===== src/pfra_ram.sv =====
// pfra_ram: generic single-write, single-read ram with registered read data
// no dependencies
module pfra_ram #(
    parameter int WIDTH = 8,
    parameter int DEPTH = 16
) (
    input  logic                                   clk,
    input  logic                                   we,
    input  logic [(DEPTH > 1 ? $clog2(DEPTH) : 1)-1:0] waddr,
    input  logic [WIDTH-1:0]                       wdata,
    input  logic [(DEPTH > 1 ? $clog2(DEPTH) : 1)-1:0] raddr,
    output logic [WIDTH-1:0]                       rdata
);

    logic [WIDTH-1:0] mem [DEPTH];

    always_ff @(posedge clk)
    begin
        if (we)
        begin
            mem[waddr] <= wdata;
        end
        rdata <= mem[raddr];
    end

endmodule


===== config.mk =====
export PLATFORM = sky130hd
export DESIGN_NAME = pfra_ram
export DESIGN_NICKNAME = d
export VERILOG_FILES = /design/src/pfra_ram.sv
export SDC_FILE = /design/constraint.sdc
export NUM_CORES = 1
export LEC_CHECK = 0
export BUFFER_PORTS_ARGS = -buffer_cell sky130_fd_sc_hd__buf_4
export CORE_UTILIZATION = 51
export CTS_CLUSTER_SIZE = 10
export DETAILED_ROUTE_END_ITERATION = 8
export GPL_TIMING_DRIVEN = 0
export PLACE_DENSITY = 0.68
export REMOVE_ABC_BUFFERS = 1
export SLEW_MARGIN = 20
export SYNTH_ARGS = -nofsm -noshare
export SYNTH_HDL_FRONTEND = slang
export SYNTH_SLANG_ARGS = --single-unit

===== constraint.sdc =====
create_clock -name clk -period 2.2 [get_ports clk]
set_input_delay 0.44 -clock clk [delete_from_list [all_inputs] [get_ports clk]]
set_output_delay 0.44 -clock clk [all_outputs]
set_load 0.01 [all_outputs]

==> results.cfg <==
[setup_path]
worstRegToRegCells = 3
cp_max_fo = 8
arrival_ns = 1.85
r2r-end = rdata[0]
crit_path_end_kind = flop
r2r_slack_ns = 0.80
critPathLaunchType = input port
reg2reg_from = mem[0][0]
required_ns = 2.33
worstSetupPathType = input port to flop

[final_layout]
syn2layout_area_growth_pct = 16.6
fillers = 698
nets = 281
drive_gt1_share_pct = 28.6
diodes = 0

[flow_run]
max_cap_violations = 0

[sta]
maxSlewHeadroom_pct = 33.5
fin_crit_ns = 1.71
skew_ns = 0.00693
tightestPinTransition_ns = 0.994
rsz0062_at_grt = false
finalSetupViolCount = 0
min_period_over_period_pct = 77.9
final_max_slew_viol_count = 0
hold_violations = 0
fmax_ghz = 0.584
hold_ws_ns = 0.225
finalSetupTns_ns = 0

[clock_tree]
cts.reportedPaths.clkPinSlew_ns = 0.06
cts_setup_buffers = 0
cts.sinks = 136
cts_resized = 0
cts_inserted_buffers = 17
cts_hold_buf = 0
cts.path.max_buffers = 2
clk_latency_ns = 0.52
cts_root_buffer = clkbuf_8
htreeDepth = 4
cts_tree = built

[route]
drc_errors = 0
dr.first_iter.drc_count = 142
detail-route-antenna-nets = 0
vias = 2331
drt_wl_total_um = 8980
dr.pass1.iters = 4
wire_per_inst_um = 22.0
vias_per_cell = 5.70

[pwr]
combPwrFrac_pct = 4.6
powerDensity_nw_per_um2 = 976
power_leakage_nw = 1.99
ir_worst_vdd_mv = 0.637
p_int_mw = 4.63
p_switching_mw = 1.22
pwr-share-seq_pct = 49.7
swShare_pct = 20.9
clock_power_share_pct = 45.7

[synth]
synth_xor_area_share_pct = 0
ys_ff_latch = 136
synth_cells = 229
synth_fa_ha_area_share_pct = 0
ys_warn_count = 0
synth_top_family_by_area = multiplexers
netlist_area_um2 = 5150
synth_area_per_cell_um2 = 22.5
synthMuxAreaShare_pct = 15.0
synth_compound_area_share_pct = 2.33
yosysSeqAreaShare_pct = 77.8
synth_cell_types = 19
synthSimpleGateAreaFrac_pct = 3.18

[floorplan]
rows = 36
ios = 26
design.die.area_um2 = 10500
dieWidth_um = 102
core_area_um2 = 9770
start_util_pct = 52.7
die_h_um = 102

[global_route]
grt_usage_pct = 19.5
grt_pass1_wl_um = 13700
antenna_found_initial = 0
gr-total-overflow = 0
grt_max_degree = 33
grt_pass1_vias = 2397

[hold_path]
min_to = mem[15][2]
worstHoldPathCells = 1
hold_class = input port to flop
hp-start = wdata[2]

[placed_design]
io_buffers = 25
dp_hpwl_um = 5490
place_congestion = 0.678

[status]
outcome = complete, no violations
-- critical path, cell delays in order --
cell	delay [ns]
buf_4	0.12
or3b_2	0.51
nor2_1	0.77
-- worst max path at each step --
stage | from | to | slack, ns | cells past startpoint
floorplan | waddr[2] | mem[0][0] | 0.27 | 2
global placement | waddr[2] | mem[0][7] | -0.40 | 3
detailed placement | waddr[2] | mem[3][1] | -0.02 | 3
CTS | waddr[2] | mem[3][5] | 0.53 | 3
global route | raddr[0] | rdata[0] | 0.50 | 4
finish | waddr[2] | mem[3][6] | 0.49 | 3
-- layout make-up --
| type | count | area, µm² | area share, % |
|---|---|---|---|
| clock buffer | 18 | 418 | 6.96 |
| clock inverter | 14 | 150 | 2.50 |
| multi-input combinational | 83 | 1080 | 17.9 |
| sequential | 136 | 4000 | 66.7 |
| tap | 133 | 166 | 2.77 |
| timing repair buffer | 25 | 188 | 3.13 |
-- flip-flops by register name (all words and copies together) (netlist names) --
signal	count
mem	128
rdata	8
-- kinds of logic after synthesis --
family,Yosys count
flip-flops,136
buffers and inverters,10
AND/OR/NAND/NOR,35
multiplexers,32
AO/OA/AOI/OAI,16
-- metal layers --
metal	wire, µm	global-route usage, %
met1	3970	26.8
met2	4370	30.2
met3	489	4.65
met4	145	8.57
met5	0	0
-- metrics by stage --
| step | cell area, µm² | util [%] | power [mW] | setup WS [ns] | std cells |
|---|---|---|---|---|---|
| 6_report | 6000 | 61.4 | 5.86 | 0.487 | 409 |
| 5_1_grt | 6000 | 61.4 | 6.02 | 0.500 | 409 |
| 3_3_place_gp | 5420 | 55.4 | 3.23 | -0.404 | 377 |
| 2_1_floorplan | 5060 | - | 3.09 | 0.267 | 219 |
| 4_1_cts | 6000 | 61.4 | 5.89 | 0.529 | 409 |
| 3_5_place_dp | 5440 | 55.6 | 3.24 | -0.0160 | 377 |
-- power by group through the flow --
stage          Sequential (mW)  Combinational [mW]  Clock, mW
6_report                  2.91               0.271       2.68
5_1_grt                   2.92               0.295       2.81
4_1_cts                   2.91               0.277       2.70
3_5_place_dp              2.97               0.276          0
3_3_place_gp              2.96               0.268          0
2_1_floorplan             2.97               0.116          0
-- Yosys cell counts --
library cell	n	area, µm²
and2_1	1	6.26
edfxtp_1	128	3840
and2b_1	1	7.51
nand3b_1	2	15.0
nand2b_1	2	12.5
nand3_1	1	5.00
buf_2	3	15.0
nand2_1	9	33.8
mux4_2	18	405
nor2b_1	1	6.26
mux4_1	14	368
or3b_2	1	8.76
nor3_1	4	20.0
buf_4	1	7.51
buf_6	3	33.8
clkdlybuf4s25_2	3	30.0
dfxtp_1	8	160
nor2_1	13	48.8
a22oi_1	16	120
-- cell usage in the layout, fill, tap and decap left out, types with 2 or more instances in the layout --
cell        instances
nand3b_1            2
edfxtp_1          128
buf_4              25
nand2_1             9
clkbuf_16          16
nand2b_1            2
a22oi_1            16
clkinvlp_4          3
mux4_2             18
clkinv_4            4
nor3_2              4
mux4_1             14
clkinv_2            3
dfxtp_1             8
nor2_1             13
bufinv_16           2
inv_6               2
(Power assumes the default switching activity.)
